### src/hw/rtl/dbd_pkg.sv
// dbd_pkg: shared types, register codes and arithmetic helpers for the dxt block decoder
// no dependencies; imported by every module of the block
package dbd_pkg;

  typedef struct packed {
    logic [63:0] alpha_block;
    logic [63:0] color_block;
  } in_item_t;

  typedef struct packed {
    logic [7:0]  red;
    logic [7:0]  green;
    logic [7:0]  blue;
    logic [7:0]  alpha;
    logic [11:0] pixel_x;
    logic [11:0] pixel_y;
    logic        last_texel;
  } out_item_t;

  typedef struct packed {
    logic        format_mode;
    logic [12:0] image_width;
    logic [12:0] image_height;
  } cfg_t;

  // one classified block waiting for the back end
  typedef struct packed {
    in_item_t    blk;
    logic        dxt5;
    logic [9:0]  base_x;
    logic [9:0]  base_y;
    logic [3:0]  col_mask;
    logic [3:0]  row_mask;
  } blk_entry_t;

  localparam int QDEPTH = 2;

  localparam logic [1:0] REG_FORMAT = 2'd0;
  localparam logic [1:0] REG_WIDTH  = 2'd1;
  localparam logic [1:0] REG_HEIGHT = 2'd2;

  localparam logic        FORMAT_RST = 1'b0;
  localparam logic [12:0] DIM_RST    = 13'd4;

  // reciprocals for exact truncating division by small constants
  localparam logic [15:0] RCP31 = 16'd33826;  // 2^20 / 31, rounded up
  localparam logic [15:0] RCP63 = 16'd16645;  // 2^20 / 63, rounded up
  localparam logic [15:0] RCP3  = 16'd1366;   // 2^12 / 3, rounded up
  localparam logic [15:0] RCP7  = 16'd9363;   // 2^16 / 7, rounded up
  localparam logic [15:0] RCP5  = 16'd13108;  // 2^16 / 5, rounded up

  // c * 255 / 31, truncated
  function automatic logic [7:0] expand5(input logic [4:0] c);
    logic [12:0] x;
    logic [28:0] p;
    x = {c, 8'b0} - 13'(c);
    p = 29'(x) * 29'(RCP31);
    return p[27:20];
  endfunction

  // c * 255 / 63, truncated
  function automatic logic [7:0] expand6(input logic [5:0] c);
    logic [13:0] x;
    logic [29:0] p;
    x = {c, 8'b0} - 14'(c);
    p = 30'(x) * 30'(RCP63);
    return p[27:20];
  endfunction

  // x / 3 for x up to 765
  function automatic logic [7:0] div3(input logic [9:0] x);
    logic [25:0] p;
    p = 26'(x) * 26'(RCP3);
    return p[19:12];
  endfunction

  // num / 7 or num / 5 for the alpha palette
  function automatic logic [7:0] div_alpha(input logic [10:0] num, input logic seven);
    logic [15:0] m;
    logic [26:0] p;
    m = seven ? RCP7 : RCP5;
    p = 27'(num) * 27'(m);
    return p[23:16];
  endfunction

  // position of the lowest set bit
  function automatic logic [3:0] first_set(input logic [15:0] m);
    logic [3:0] idx;
    idx = '0;
    for (int i = 15; i >= 0; i--) begin
      if (m[i]) idx = 4'(i);
    end
    return idx;
  endfunction

endpackage

### src/hw/rtl/dbd_cfg.sv
// dbd_cfg: apb register file holding format and image size
// depends on dbd_pkg
module dbd_cfg
  import dbd_pkg::*;
(
  input  logic        clk,
  input  logic        rst_n,
  input  logic        psel,
  input  logic        penable,
  input  logic        pwrite,
  input  logic [3:0]  paddr,
  input  logic [31:0] pwdata,
  output logic [31:0] prdata,
  output logic        pready,
  output cfg_t        cfg
);

  cfg_t cfg_r;
  cfg_t cfg_nxt;

  assign pready = 1'b1;
  assign cfg    = cfg_r;

  always_comb begin
    cfg_nxt = cfg_r;
    if (psel && penable && pwrite) begin
      case (paddr[3:2])
        REG_FORMAT: cfg_nxt.format_mode  = pwdata[0];
        REG_WIDTH:  cfg_nxt.image_width  = pwdata[12:0];
        REG_HEIGHT: cfg_nxt.image_height = pwdata[12:0];
        default: ;
      endcase
    end
  end

  always_ff @(posedge clk) begin
    if (!rst_n) begin
      cfg_r.format_mode  <= FORMAT_RST;
      cfg_r.image_width  <= DIM_RST;
      cfg_r.image_height <= DIM_RST;
    end else begin
      cfg_r <= cfg_nxt;
    end
  end

  always_comb begin
    case (paddr[3:2])
      REG_FORMAT: prdata = {31'b0, cfg_r.format_mode};
      REG_WIDTH:  prdata = {19'b0, cfg_r.image_width};
      REG_HEIGHT: prdata = {19'b0, cfg_r.image_height};
      default:    prdata = '0;
    endcase
  end

endmodule

### src/hw/rtl/dbd_front.sv
// dbd_front: accepts blocks, tracks the block position and works out texel clipping
// depends on dbd_pkg; feeds dbd_fifo
module dbd_front
  import dbd_pkg::*;
#(
  parameter int MAX_IMAGE_DIM = 4096
) (
  input  logic       clk,
  input  logic       rst_n,
  input  cfg_t       cfg,
  input  logic       in_valid,
  output logic       in_ready,
  input  in_item_t   in_data,
  input  logic       q_full,
  output logic       q_push,
  output blk_entry_t q_entry
);

  localparam int CW  = $clog2(MAX_IMAGE_DIM + 1);
  localparam int BPW = (MAX_IMAGE_DIM > 4) ? $clog2((MAX_IMAGE_DIM + 3) / 4) : 1;

  logic [BPW-1:0] col_r, col_nxt;
  logic [BPW-1:0] row_r, row_nxt;
  logic [CW-1:0]  w, h;
  logic [CW:0]    w_p3, h_p3;
  logic [BPW:0]   bw, bh;
  logic [BPW:0]   col_inc, row_inc;
  logic [3:0]     col_mask, row_mask;

  // zero reads as one, anything past the maximum as the maximum
  always_comb begin
    if (cfg.image_width == '0) w = CW'(1);
    else if (32'(cfg.image_width) > 32'(MAX_IMAGE_DIM)) w = CW'(MAX_IMAGE_DIM);
    else w = CW'(cfg.image_width);
    if (cfg.image_height == '0) h = CW'(1);
    else if (32'(cfg.image_height) > 32'(MAX_IMAGE_DIM)) h = CW'(MAX_IMAGE_DIM);
    else h = CW'(cfg.image_height);
  end

  assign w_p3 = {1'b0, w} + (CW+1)'(3);
  assign h_p3 = {1'b0, h} + (CW+1)'(3);
  assign bw   = (BPW+1)'(w_p3 >> 2);
  assign bh   = (BPW+1)'(h_p3 >> 2);

  always_comb begin
    for (int i = 0; i < 4; i++) begin
      col_mask[i] = (32'({col_r, 2'b00}) + 32'(i)) < 32'(w);
      row_mask[i] = (32'({row_r, 2'b00}) + 32'(i)) < 32'(h);
    end
  end

  assign in_ready = !q_full;
  assign q_push   = in_valid && !q_full;

  always_comb begin
    q_entry.blk      = in_data;
    q_entry.dxt5     = cfg.format_mode;
    q_entry.base_x   = 10'(col_r);
    q_entry.base_y   = 10'(row_r);
    q_entry.col_mask = col_mask;
    q_entry.row_mask = row_mask;
  end

  // raster walk over blocks, wrapping at the row and frame end
  always_comb begin
    col_inc = {1'b0, col_r} + (BPW+1)'(1);
    row_inc = {1'b0, row_r} + (BPW+1)'(1);
    col_nxt = col_r;
    row_nxt = row_r;
    if (q_push) begin
      if (col_inc >= bw) begin
        col_nxt = '0;
        if (row_inc >= bh) row_nxt = '0;
        else row_nxt = row_inc[BPW-1:0];
      end else begin
        col_nxt = col_inc[BPW-1:0];
      end
    end
  end

  always_ff @(posedge clk) begin
    if (!rst_n) begin
      col_r <= '0;
      row_r <= '0;
    end else begin
      col_r <= col_nxt;
      row_r <= row_nxt;
    end
  end

endmodule

### src/hw/rtl/dbd_fifo.sv
// dbd_fifo: short queue of classified blocks between front and back end
// depends on dbd_pkg
module dbd_fifo
  import dbd_pkg::*;
(
  input  logic       clk,
  input  logic       rst_n,
  input  logic       push,
  input  blk_entry_t wr_entry,
  output logic       full,
  output logic       rd_valid,
  input  logic       pop,
  output blk_entry_t rd_entry
);

  localparam int PW = (QDEPTH > 1) ? $clog2(QDEPTH) : 1;
  localparam int NW = $clog2(QDEPTH + 1);

  blk_entry_t    mem [QDEPTH];
  logic [PW-1:0] wr_ptr_r, wr_ptr_nxt;
  logic [PW-1:0] rd_ptr_r, rd_ptr_nxt;
  logic [NW-1:0] count_r, count_nxt;
  logic          do_pop;

  assign full     = count_r == NW'(QDEPTH);
  assign rd_valid = count_r != '0;
  assign rd_entry = mem[rd_ptr_r];
  assign do_pop   = pop && rd_valid;

  always_comb begin
    wr_ptr_nxt = wr_ptr_r;
    rd_ptr_nxt = rd_ptr_r;
    count_nxt  = count_r;
    if (push) begin
      wr_ptr_nxt = (wr_ptr_r == PW'(QDEPTH - 1)) ? '0 : wr_ptr_r + PW'(1);
    end
    if (do_pop) begin
      rd_ptr_nxt = (rd_ptr_r == PW'(QDEPTH - 1)) ? '0 : rd_ptr_r + PW'(1);
    end
    if (push && !do_pop) count_nxt = count_r + NW'(1);
    else if (!push && do_pop) count_nxt = count_r - NW'(1);
  end

  always_ff @(posedge clk) begin
    if (!rst_n) begin
      wr_ptr_r <= '0;
      rd_ptr_r <= '0;
      count_r  <= '0;
    end else begin
      wr_ptr_r <= wr_ptr_nxt;
      rd_ptr_r <= rd_ptr_nxt;
      count_r  <= count_nxt;
    end
  end

  always_ff @(posedge clk) begin
    if (push) mem[wr_ptr_r] <= wr_entry;
  end

endmodule

### src/hw/rtl/dbd_back.sv
// dbd_back: builds colour and alpha palettes, emits visible texels one per cycle when
// out_ready allows; depends on dbd_pkg; drains dbd_fifo, drives the output register
module dbd_back
  import dbd_pkg::*;
(
  input  logic       clk,
  input  logic       rst_n,
  input  logic       q_valid,
  input  blk_entry_t q_entry,
  output logic       q_pop,
  output logic       out_valid,
  input  logic       out_ready,
  output out_item_t  out_data
);

  typedef struct packed {
    logic [2:0][7:0]  e0;
    logic [2:0][7:0]  e1;
    logic             four;
    logic             dxt5;
    logic [7:0]       a0;
    logic [7:0]       a1;
    logic             a_gt;
    logic [5:0][10:0] anum;
    logic [31:0]      cidx;
    logic [47:0]      aidx;
    logic [9:0]       base_x;
    logic [9:0]       base_y;
    logic [15:0]      mask;
  } s1_t;

  // stage 1: endpoint expansion and alpha weighted sums
  s1_t  s1_r, s1_d;
  logic s1_valid_r, s1_valid_nxt;
  logic s1_take;

  // stage 2: palettes and the texel walk
  logic [3:0][3:0][7:0] pal_r, pal_d;   // [index][r,g,b,a]
  logic [7:0][7:0]      apal_r, apal_d;
  logic [31:0]          em_cidx_r;
  logic [47:0]          em_aidx_r;
  logic                 em_dxt5_r;
  logic [9:0]           em_bx_r, em_by_r;
  logic [15:0]          em_mask_r, em_mask_nxt;
  logic                 em_valid_r, em_valid_nxt;
  logic                 em_take, em_go, em_last;

  out_item_t out_r, out_d;
  logic      out_valid_r, out_valid_nxt;
  logic      out_take;

  logic [3:0]  p;
  logic [15:0] rest;
  logic [1:0]  ci;
  logic [5:0]  ai_pos;
  logic [2:0]  ai;

  always_comb begin
    logic [15:0] c0, c1;
    c0 = q_entry.blk.color_block[15:0];
    c1 = q_entry.blk.color_block[31:16];
    s1_d.e0[2] = expand5(c0[15:11]);
    s1_d.e0[1] = expand6(c0[10:5]);
    s1_d.e0[0] = expand5(c0[4:0]);
    s1_d.e1[2] = expand5(c1[15:11]);
    s1_d.e1[1] = expand6(c1[10:5]);
    s1_d.e1[0] = expand5(c1[4:0]);
    s1_d.four  = q_entry.dxt5 || (c0 > c1);
    s1_d.dxt5  = q_entry.dxt5;
    s1_d.a0    = q_entry.blk.alpha_block[7:0];
    s1_d.a1    = q_entry.blk.alpha_block[15:8];
    s1_d.a_gt  = s1_d.a0 > s1_d.a1;
    for (int k = 1; k <= 6; k++) begin
      if (s1_d.a_gt) begin
        s1_d.anum[k-1] = 11'(11'(7 - k) * 11'(s1_d.a0) + 11'(k) * 11'(s1_d.a1));
      end else if (k <= 4) begin
        s1_d.anum[k-1] = 11'(11'(5 - k) * 11'(s1_d.a0) + 11'(k) * 11'(s1_d.a1));
      end else begin
        s1_d.anum[k-1] = '0;
      end
    end
    s1_d.cidx   = q_entry.blk.color_block[63:32];
    s1_d.aidx   = q_entry.blk.alpha_block[63:16];
    s1_d.base_x = q_entry.base_x;
    s1_d.base_y = q_entry.base_y;
    for (int y = 0; y < 4; y++) begin
      for (int x = 0; x < 4; x++) begin
        s1_d.mask[4*y+x] = q_entry.row_mask[y] && q_entry.col_mask[x];
      end
    end
  end

  // palette division by constants
  always_comb begin
    pal_d[0] = {s1_r.e0, 8'hFF};
    pal_d[1] = {s1_r.e1, 8'hFF};
    pal_d[2][0] = 8'hFF;
    pal_d[3][0] = s1_r.four ? 8'hFF : 8'h00;
    for (int ch = 0; ch < 3; ch++) begin
      if (s1_r.four) begin
        pal_d[2][ch+1] = div3(10'({s1_r.e0[ch], 1'b0}) + 10'(s1_r.e1[ch]));
        pal_d[3][ch+1] = div3(10'(s1_r.e0[ch]) + 10'({s1_r.e1[ch], 1'b0}));
      end else begin
        pal_d[2][ch+1] = 8'((9'(s1_r.e0[ch]) + 9'(s1_r.e1[ch])) >> 1);
        pal_d[3][ch+1] = 8'h00;
      end
    end
    apal_d[0] = s1_r.a0;
    apal_d[1] = s1_r.a1;
    for (int k = 1; k <= 6; k++) begin
      if (s1_r.a_gt || k <= 4) apal_d[k+1] = div_alpha(s1_r.anum[k-1], s1_r.a_gt);
      else if (k == 5) apal_d[k+1] = 8'h00;
      else apal_d[k+1] = 8'hFF;
    end
  end

  // texel pick: lowest visible texel still pending
  assign p      = first_set(em_mask_r);
  assign rest   = em_mask_r & ~(16'(1) << p);
  assign em_last = rest == '0;
  assign ci     = em_cidx_r[{p, 1'b0} +: 2];
  assign ai_pos = 6'({p, 1'b0}) + 6'(p);
  assign ai     = em_aidx_r[ai_pos +: 3];

  assign out_take = !out_valid_r || out_ready;
  assign em_go    = em_valid_r && out_take;
  assign em_take  = !em_valid_r || (em_go && em_last);
  assign s1_take  = !s1_valid_r || em_take;
  assign q_pop    = q_valid && s1_take;

  always_comb begin
    out_d.red        = pal_r[ci][3];
    out_d.green      = pal_r[ci][2];
    out_d.blue       = pal_r[ci][1];
    out_d.alpha      = em_dxt5_r ? apal_r[ai] : pal_r[ci][0];
    out_d.pixel_x    = {em_bx_r, p[1:0]};
    out_d.pixel_y    = {em_by_r, p[3:2]};
    out_d.last_texel = em_last;
  end

  always_comb begin
    s1_valid_nxt  = s1_take ? q_valid : s1_valid_r;
    em_valid_nxt  = em_take ? (s1_valid_r && (s1_r.mask != '0)) : em_valid_r;
    out_valid_nxt = out_take ? em_valid_r : out_valid_r;
    if (em_take) em_mask_nxt = s1_r.mask;
    else if (em_go) em_mask_nxt = rest;
    else em_mask_nxt = em_mask_r;
  end

  always_ff @(posedge clk) begin
    if (!rst_n) begin
      s1_valid_r  <= 1'b0;
      em_valid_r  <= 1'b0;
      out_valid_r <= 1'b0;
    end else begin
      s1_valid_r  <= s1_valid_nxt;
      em_valid_r  <= em_valid_nxt;
      out_valid_r <= out_valid_nxt;
    end
  end

  always_ff @(posedge clk) begin
    if (s1_take) s1_r <= s1_d;
    em_mask_r <= em_mask_nxt;
    if (em_take) begin
      pal_r     <= pal_d;
      apal_r    <= apal_d;
      em_cidx_r <= s1_r.cidx;
      em_aidx_r <= s1_r.aidx;
      em_dxt5_r <= s1_r.dxt5;
      em_bx_r   <= s1_r.base_x;
      em_by_r   <= s1_r.base_y;
    end
    if (em_go) out_r <= out_d;
  end

  assign out_valid = out_valid_r;
  assign out_data  = out_r;

endmodule

### src/hw/rtl/dxt_block_decoder.sv
// dxt_block_decoder: s3tc dxt1 / dxt5 block decoder, top level
// depends on dbd_pkg, dbd_cfg, dbd_front, dbd_fifo, dbd_back
//
// Usage
//   in channel  : one compressed 4x4 block per beat (alpha half, colour half), blocks in
//                 raster block order over the image; valid/ready handshake
//   out channel : one rgba texel per beat with its image coordinates, raster order inside
//                 the block; last_texel marks the final visible texel of a block
//   apb port    : format_mode at 0x0, image_width at 0x4, image_height at 0x8; write
//                 only while the decoder is idle
// Timing
//   first texel of a block passes the queue, stage 1, the palette and emit stage and the
//   output register; one texel per cycle while the receiver is ready; the emit stage steps
//   only through the visible texels of a block, and a block with none emits no texel, so
//   the emit stage walking the visible texel positions sets the block rate
// Reset
//   rst_n (synchronous) empties the pipeline and queue, returns the block position to the
//   top left and loads dxt1 mode with a 4x4 image
// Stall
//   a stalled receiver holds the output register; stage 1, the palette stage and the
//   two-entry queue keep taking blocks until full, then in_ready drops
module dxt_block_decoder
  import dbd_pkg::*;
#(
  parameter int MAX_IMAGE_DIM = 4096
) (
  input  logic        clk,
  input  logic        rst_n,
  input  logic        in_valid,
  output logic        in_ready,
  input  in_item_t    in_data,
  output logic        out_valid,
  input  logic        out_ready,
  output out_item_t   out_data,
  input  logic        psel,
  input  logic        penable,
  input  logic        pwrite,
  input  logic [3:0]  paddr,
  input  logic [31:0] pwdata,
  output logic [31:0] prdata,
  output logic        pready
);

  cfg_t       cfg;
  logic       q_full;
  logic       q_push;
  blk_entry_t q_wr;
  logic       q_valid;
  logic       q_pop;
  blk_entry_t q_rd;

  dbd_cfg u_cfg (
    .clk     (clk),
    .rst_n   (rst_n),
    .psel    (psel),
    .penable (penable),
    .pwrite  (pwrite),
    .paddr   (paddr),
    .pwdata  (pwdata),
    .prdata  (prdata),
    .pready  (pready),
    .cfg     (cfg)
  );

  dbd_front #(
    .MAX_IMAGE_DIM (MAX_IMAGE_DIM)
  ) u_front (
    .clk      (clk),
    .rst_n    (rst_n),
    .cfg      (cfg),
    .in_valid (in_valid),
    .in_ready (in_ready),
    .in_data  (in_data),
    .q_full   (q_full),
    .q_push   (q_push),
    .q_entry  (q_wr)
  );

  dbd_fifo u_fifo (
    .clk      (clk),
    .rst_n    (rst_n),
    .push     (q_push),
    .wr_entry (q_wr),
    .full     (q_full),
    .rd_valid (q_valid),
    .pop      (q_pop),
    .rd_entry (q_rd)
  );

  dbd_back u_back (
    .clk       (clk),
    .rst_n     (rst_n),
    .q_valid   (q_valid),
    .q_entry   (q_rd),
    .q_pop     (q_pop),
    .out_valid (out_valid),
    .out_ready (out_ready),
    .out_data  (out_data)
  );

endmodule

### config.mk
export PLATFORM = sky130hd
export DESIGN_NAME = dxt_block_decoder
export DESIGN_NICKNAME = d
export VERILOG_FILES = /design/src/hw/rtl/dbd_pkg.sv /design/src/hw/rtl/dbd_cfg.sv /design/src/hw/rtl/dbd_front.sv /design/src/hw/rtl/dbd_fifo.sv /design/src/hw/rtl/dbd_back.sv /design/src/hw/rtl/dxt_block_decoder.sv
export SDC_FILE = /design/constraint.sdc
export NUM_CORES = 2
export LEC_CHECK = 0
export ABC_CLOCK_PERIOD_IN_PS = 12700
export BUFFER_PORTS_ARGS = -buffer_cell sky130_fd_sc_hd__buf_2
export CAP_MARGIN = 15
export CORE_UTILIZATION = 40
export CTS_CLUSTER_DIAMETER = 200
export DETAILED_ROUTE_END_ITERATION = 16
export PLACE_DENSITY = 0.57
export SYNTH_ARGS = -nofsm -noshare
export SYNTH_HDL_FRONTEND = slang
export SYNTH_SLANG_ARGS = --single-unit
### constraint.sdc
create_clock -name clk -period 12.7 [get_ports clk]
set_input_delay 0.635 -clock clk [delete_from_list [all_inputs] [get_ports clk]]
set_output_delay 0.635 -clock clk [all_outputs]
set_load 0.01 [all_outputs]
==> Yosys cells after proc, flatten, opt, wreduce, memory -nomap -nowiden <==
Memory sizes are Yosys's and may differ from the RTL's. A register that Yosys moved wholly into a read port is not among the register bits.
Cells that the tools add are included.
{ "totals": {"register_bits": 645, "ramBits": 314, "inputBits": 171, "output_inout_bits": 92, "elab_cells": 251, "n_memories": 1} }
{ "memory_table": {"columns": ["memory", "words", "word_bits", "rd", "rd_clocked_by_memory_dff", "write_ports", "line_no", "text"], "rows": [
  ["u_fifo.mem", 2, 157, 1, 1, 1, "dbd_fifo.sv:19", "blk_entry_t mem [QDEPTH];"]
]} }
{ "classes": {"addsub": 40, "multipliers": 24, "n_lt_le_gt_ge": 16, "n_eq_ne": 3, "shifts": 3, "n_mux": 47, "bitwise": 2, "n_reduce_logical": 48} }
{ "op_table": {"columns": ["op", "count"], "rows": [
  ["< comparator 32 x 13 -> 1 bit", 6],
  ["multiplier 11 x 16 -> 24 bit", 6],
  ["multiplier 10 x 10 -> 19 bit (second input constant)", 6],
  ["multiplier 13 x 15 -> 27 bit (second input constant)", 4],
  ["2-to-1 mux 13 bit", 5],
  ["binary-select mux 32 bit (select 2 bit)", 1],
  ["2-to-1 mux 4 bit", 16],
  ["multiplier 14 x 15 -> 28 bit (second input constant)", 2],
  ["adder 12 x 2 -> 13 bit (second input constant)", 4],
  ["subtractor 13 x 5 -> 13 bit", 4],
  ["2-to-1 mux 8 bit", 6],
  ["variable part select 48 x 7 -> 3 bit", 1],
  ["2-to-1 mux 11 bit", 4],
  ["multiplier 2 x 8 -> 10 bit (first input constant)", 4],
  ["case mux 13 bit (3 select lines)", 1],
  ["2-to-1 mux 16 bit", 2],
  ["2-to-1 mux 32 bit", 1],
  ["variable part select 32 x 6 -> 2 bit", 1],
  ["adder 8 x 9 -> 10 bit", 3],
  ["adder 9 x 8 -> 10 bit", 3],
  ["subtractor 14 x 6 -> 14 bit", 2],
  ["adder 8 x 8 -> 9 bit", 3],
  ["adder 12 x 1 -> 13 bit (second input constant)", 2],
  ["adder 13 x 2 -> 13 bit (second input constant)", 2],
  ["other kinds (40)", 94]
]} }

==> Depth between registers and ports, before layout <==
{ "depth": {"depth_word": 28, "ltp_mapped": 29, "depth_no_buf": 26} }

==> Hierarchy <==
A second synthesis with hierarchy kept.
{ "unflattened": {"cells_unflattened": 7239, "hier_area_um2": 83117.2} }
{ "by_module_without_submodules": {"columns": ["module", "n_inst", "cells_per_inst", "area_each_um2", "seq_area_each_um2"], "rows": [
  ["dbd_back", 1, 6095, 66455.0, 17476.8],
  ["dbd_fifo", 1, 510, 11588.6, 9529.1],
  ["dbd_front", 1, 489, 3724.8, 400.4],
  ["dbd_cfg", 1, 145, 1348.8, 540.5]
]} }

==> Worst setup path before layout <==
Ideal clock, no wire load.
{ "synth_timing": {"path_kind": "flip-flop to flip-flop", "startpoint": "reg u_back.em_mask_r[9]", "endpoint": "reg u_back.em_mask_r[12], data pin", "setup_ps": 588, "arrival_ps": 10762, "required_ps": 12112, "setup_slack_ps": 1350, "path_stages_with_launch": 17, "path_buffers": 4, "period_less_slack_ps": 11350, "path_cell_list": "edfxtp_1 > or3_4 > o211a_4 > nor2_8 > buf_2 > buf_2 > ha_1 > nand2_1 > nand2_1 > nand3_1 > nand4b_1 > nor4_1 > nand3_1 > o21ai_0 > clkbuf_1 > clkbuf_1 > o21ai_0"} }
{ "synth_between": {"elab_chain_cells": 17, "word_cells_on_any_way": 18, "cone_classes": "1 x shift; 12 x mux; 2 x bitwise; 3 x reduce/logical"} }
{ "synth_lines": {"columns": ["item", "line_no", "text"], "rows": [
  ["from (decl)", "dbd_back.sv:44", "logic [15:0] em_mask_r, em_mask_nxt;"],
  ["from (signal assigned)", "dbd_back.sv:164", "em_mask_r <= em_mask_nxt;"],
  ["2-to-1 mux 4 bit (10 in a row)", "dbd_pkg.sv:91", "if (m[i]) idx = 4'(i);"],
  ["left shift 1 x 4 -> 16 bit", "dbd_back.sv:119", "assign rest = em_mask_r & ~(16'(1) << p);"],
  ["NOT 16 bit", "dbd_back.sv:119", null],
  ["bitwise AND 16 bit *", "dbd_back.sv:119", null],
  ["logical NOT 16 bit *", "dbd_back.sv:120", "assign em_last = rest == '0;"],
  ["logical AND 1 bit *", "dbd_back.sv:127", "assign em_take = !em_valid_r || (em_go && em_last);"],
  ["logical OR 1 bit *", "dbd_back.sv:127", null],
  ["via u_back.em_take", "dbd_back.sv:46", "logic em_take, em_go, em_last;"],
  ["2-to-1 mux 16 bit *", "dbd_back.sv:145", "if (em_take) em_mask_nxt = s1_r.mask;"],
  ["via u_back.em_mask_nxt[12]", "dbd_back.sv:44", null]
]} }
The timed path passes the listed nets; every way through them passes the cells marked *. The select of a mux whose other input is x is not followed.
A chain may end at the register's enable or synchronous reset.

==> out/qor.yml <==
place:
  gp_congestion: 0.8422
  io_buffers: 221
  dp.final_hpwl_um: 138600
  placed_area_um2: 85440
sta:
  post-route-min-period_ns: 7.699
  rsz0062_at_grt: "no"
  skew_ns: 0.07452
  setup_viol: 0
  timing.fmax_mhz: 129.9
  drv_slew: 0
  finalHoldViolCount: 0
  setup_tns_ns: 0
  worst_pin_slew_ns: 1.116
  max-slew-margin-rel_pct: 25.51
  finalCritPeriodShare_pct: 60.62
synthesis:
  synthCells: 6874
  ys_seq_area_share_pct: 34.60
  async_flop_share_pct: 0
  synth-edff-count: 894
  yosys_warnings: 0
  synth_cell_type_count: 90
  synth_seq_cells: 949
  ys.flop_type: "edfxtp_1"
  synth_area_um2: 80760
  postSynthAreaPerCell_um2: 11.75
critical_path:
  worstPathCellList: "buf_12 -> mux2i_1 -> inv_1 -> nor2_1 -> nand2_1 -> xnor2_1 -> nor2b_1 -> ha_1 -> ha_1 -> inv_1 -> fa_1 -> fa_1 -> inv_1 -> ha_1 -> ha_1 -> ha_1 -> nand2_1 -> or3_1 -> a31oi_1 -> o211ai_1 -> a21boi_0 -> o21ai_0 -> xnor2_1"
  critPathKind: "reg -> reg"
  cp_common_cell: "ha_1"
  cp.arrival_ns: 8.21
  critPathMaxFanout: 79
  path_delay_family: "adder cells"
  cp-start-kind: "flip-flop"
  crit_buf_inv: 4
  end_kind: "flip-flop"
  slowest_delay_ns: 0.92
  cp_slowest_cell: "mux2i_1"
  cp.required_ns: 13.21
status:
  status: "complete, but fails checks"
  violations: "design-rule violations"
clock_tree:
  htree_levels: 3
  clk_path_buf_depth: 3
  clk_pin_slew_worst_paths_ns: 0.06
  clock-root-buffer: "clkbuf_16"
  insertion_delay_ns: 0.77
  clock-sinks: 949
  cts_tree: "yes"
  cts_buffers: 105
  ctsHoldBuffers: 45
  post_cts_buffers: 0
  post_cts_resized: 0
global_route:
  grt_use_met3_pct: 2.026
  gr-usage-met2_pct: 30.56
  grt_util_met1_pct: 23.42
  grt_max_degree: 173
  antenna_found_initial: 11
  grt_pass1_wl_um: 285100
  grt_util_all_layers_pct: 17.62
  busiest_layer: "met2"
  grt_pass1_vias: 52780
  grt-ovfl-total: 0
cells_and_area:
  area_delta_synth_final_pct: 10.60
  nets: 9483
  fin_util_pct: 44.60
  drive_gt1_share_pct: 8.689
  finalInstanceArea_um2: 89320
routing:
  avgViaCountPerCell: 4.989
  drc: 4
  ant_nets: 0
  wl_um: 176300
  vias: 49960
  wl_per_cell_um: 17.60
  drtIter0Drc: 2173
  dr.pass1.iters: 11
floorplanning:
  fp.dieW_um: 451.3
  die_area_um2: 203700
  initial_core_util_pct: 40.33
  die_h_um: 451.3
  fp.coreArea_um2: 200300
  num_rows: 164
  ios: 263
min_path:
  min_from: "in_data[54]"
  min_path_type: "in -> reg"
run:
  maxCapViolations: 0
## metal layers
layer	wire (um)	share of wire [%]
met1	81190	46
met2	85850	49
met3	5259	3.0
met4	3890	2.2
met5	65	0.037
## registers in the layout, indices dropped and copies added, names as in the netlist, 14 cells and up, named ones only
signal / flops
u_back.apal_d: 14
u_back.apal_r: 64
u_back.em_aidx_r: 48
u_back.em_cidx_r: 32
u_back.em_mask_r: 16
u_back.out_data: 57
u_back.pal_d: 48
u_back.pal_r: 97
u_back.s1_r: 183
u_cfg.cfg: 27
u_fifo.mem: 314
## cell usage in the layout, fill, tap and decap left out, types with 36 or more instances in the layout
| master | instances |
|---|---|
| mux2_2 | 119 |
| ha_1 | 1427 |
| inv_1 | 1089 |
| a21boi_0 | 39 |
| mux4_2 | 36 |
| dlygate4sd3_1 | 45 |
| buf_2 | 221 |
| and2_1 | 58 |
| and3_1 | 41 |
| mux2i_1 | 109 |
| edfxtp_1 | 894 |
| a21oi_1 | 227 |
| buf_4 | 43 |
| conb_1 | 112 |
| nor2b_1 | 96 |
| clkbuf_16 | 106 |
| a21o_1 | 102 |
| fa_1 | 617 |
| xnor2_1 | 246 |
| dfxtp_1 | 54 |
| o21a_1 | 47 |
| nand3_1 | 78 |
| o21ai_0 | 175 |
| nand2_1 | 336 |
| o21bai_1 | 78 |
| nand2b_1 | 58 |
| xor2_1 | 92 |
| nor3_1 | 69 |
| nor2_1 | 301 |
## area by class of cell
type                    instances  area [um2]
flip-flops and latches        949       27950
clock inverters                71       699.4
inverters                    1094        4114
well taps                    2656        3323
repair buffers                312        1939
fillers                     18550      111000
multi-input cells            4806       48560
diodes                          4       10.01
clock buffers                 122        2723
## path summary, 6_finish.rpt
kind / cells after the start / endpoint / slack [ns]
hold / removal: 1 / u_fifo.mem[0][83]$_DFFE_PP_ / 0.07
hold reg to reg: 0 / u_back.em_aidx_r[11]$_DFFE_PP_ / 0.41
setup / recovery: 23 / u_back.pal_d[23]$_DFFE_PP_ / 5.00
setup reg to reg: 23 / u_back.pal_d[23]$_DFFE_PP_ / 5.00
## stage by stage
step | setup WS, ns | instances | hold WS (ns)
after floorplan | 1.350 | 6984 | 0.4003
after global placement | 4.928 | 9772 | 0.4003
after detailed placement | 4.854 | 9772 | 0.4045
after CTS | 4.900 | 10010 | 0.00005251
after global routing | 4.577 | 10010 | 0.01473
final | 5.001 | 10010 | 0.06628
## cell families (layout without fill, tap and decap cells)
kind of cell,after synthesis,after routing,share of synthesized area [%]
flops,949,949,34.60
other cells,2,116,0.009299
mux,274,274,4.321
compound gates,867,867,7.131
xor+xnor,340,340,3.710
buf+inv,1229,1599,5.872
fa+ha+maj,2044,2044,37.40
simple gates,1169,1169,6.951
## cells in the mapped netlist (13+ instances only)
cell / n / area [um2]
inv_1: 1090 / 4091
and3_1: 42 / 262.8
nor3_1: 70 / 350.3
o21bai_1: 78 / 585.6
a21o_1: 102 / 765.7
or3_1: 18 / 112.6
ha_1: 1427 / 17850
xor2_1: 93 / 814.5
a32o_1: 16 / 160.2
buf_4: 23 / 172.7
a211oi_1: 19 / 142.6
mux2i_1: 109 / 1091
nor2_1: 302 / 1134
clkbuf_1: 84 / 315.3
xnor2_1: 246 / 2155
a21boi_0: 39 / 292.8
nor2b_1: 97 / 606.8
and2_1: 58 / 362.9
fa_1: 617 / 12350
or2_2: 28 / 175.2
a41o_1: 13 / 130.1
buf_1: 15 / 56.30
o31ai_1: 13 / 97.59
nor4_1: 18 / 112.6
nand3_1: 78 / 390.4
nand4_1: 20 / 125.1
edfxtp_1: 894 / 26850
mux4_2: 36 / 810.8
nand2_1: 338 / 1269
a21oi_1: 227 / 1136
dfxtp_1: 55 / 1101
o21a_1: 47 / 352.8
nand2b_1: 58 / 362.9
o21ai_0: 176 / 880.8
nand3b_1: 13 / 97.59
mux2_2: 119 / 1340
Power is not shown: default switching activity piles up to over one toggle a cycle in this logic, so the estimate is an artifact.
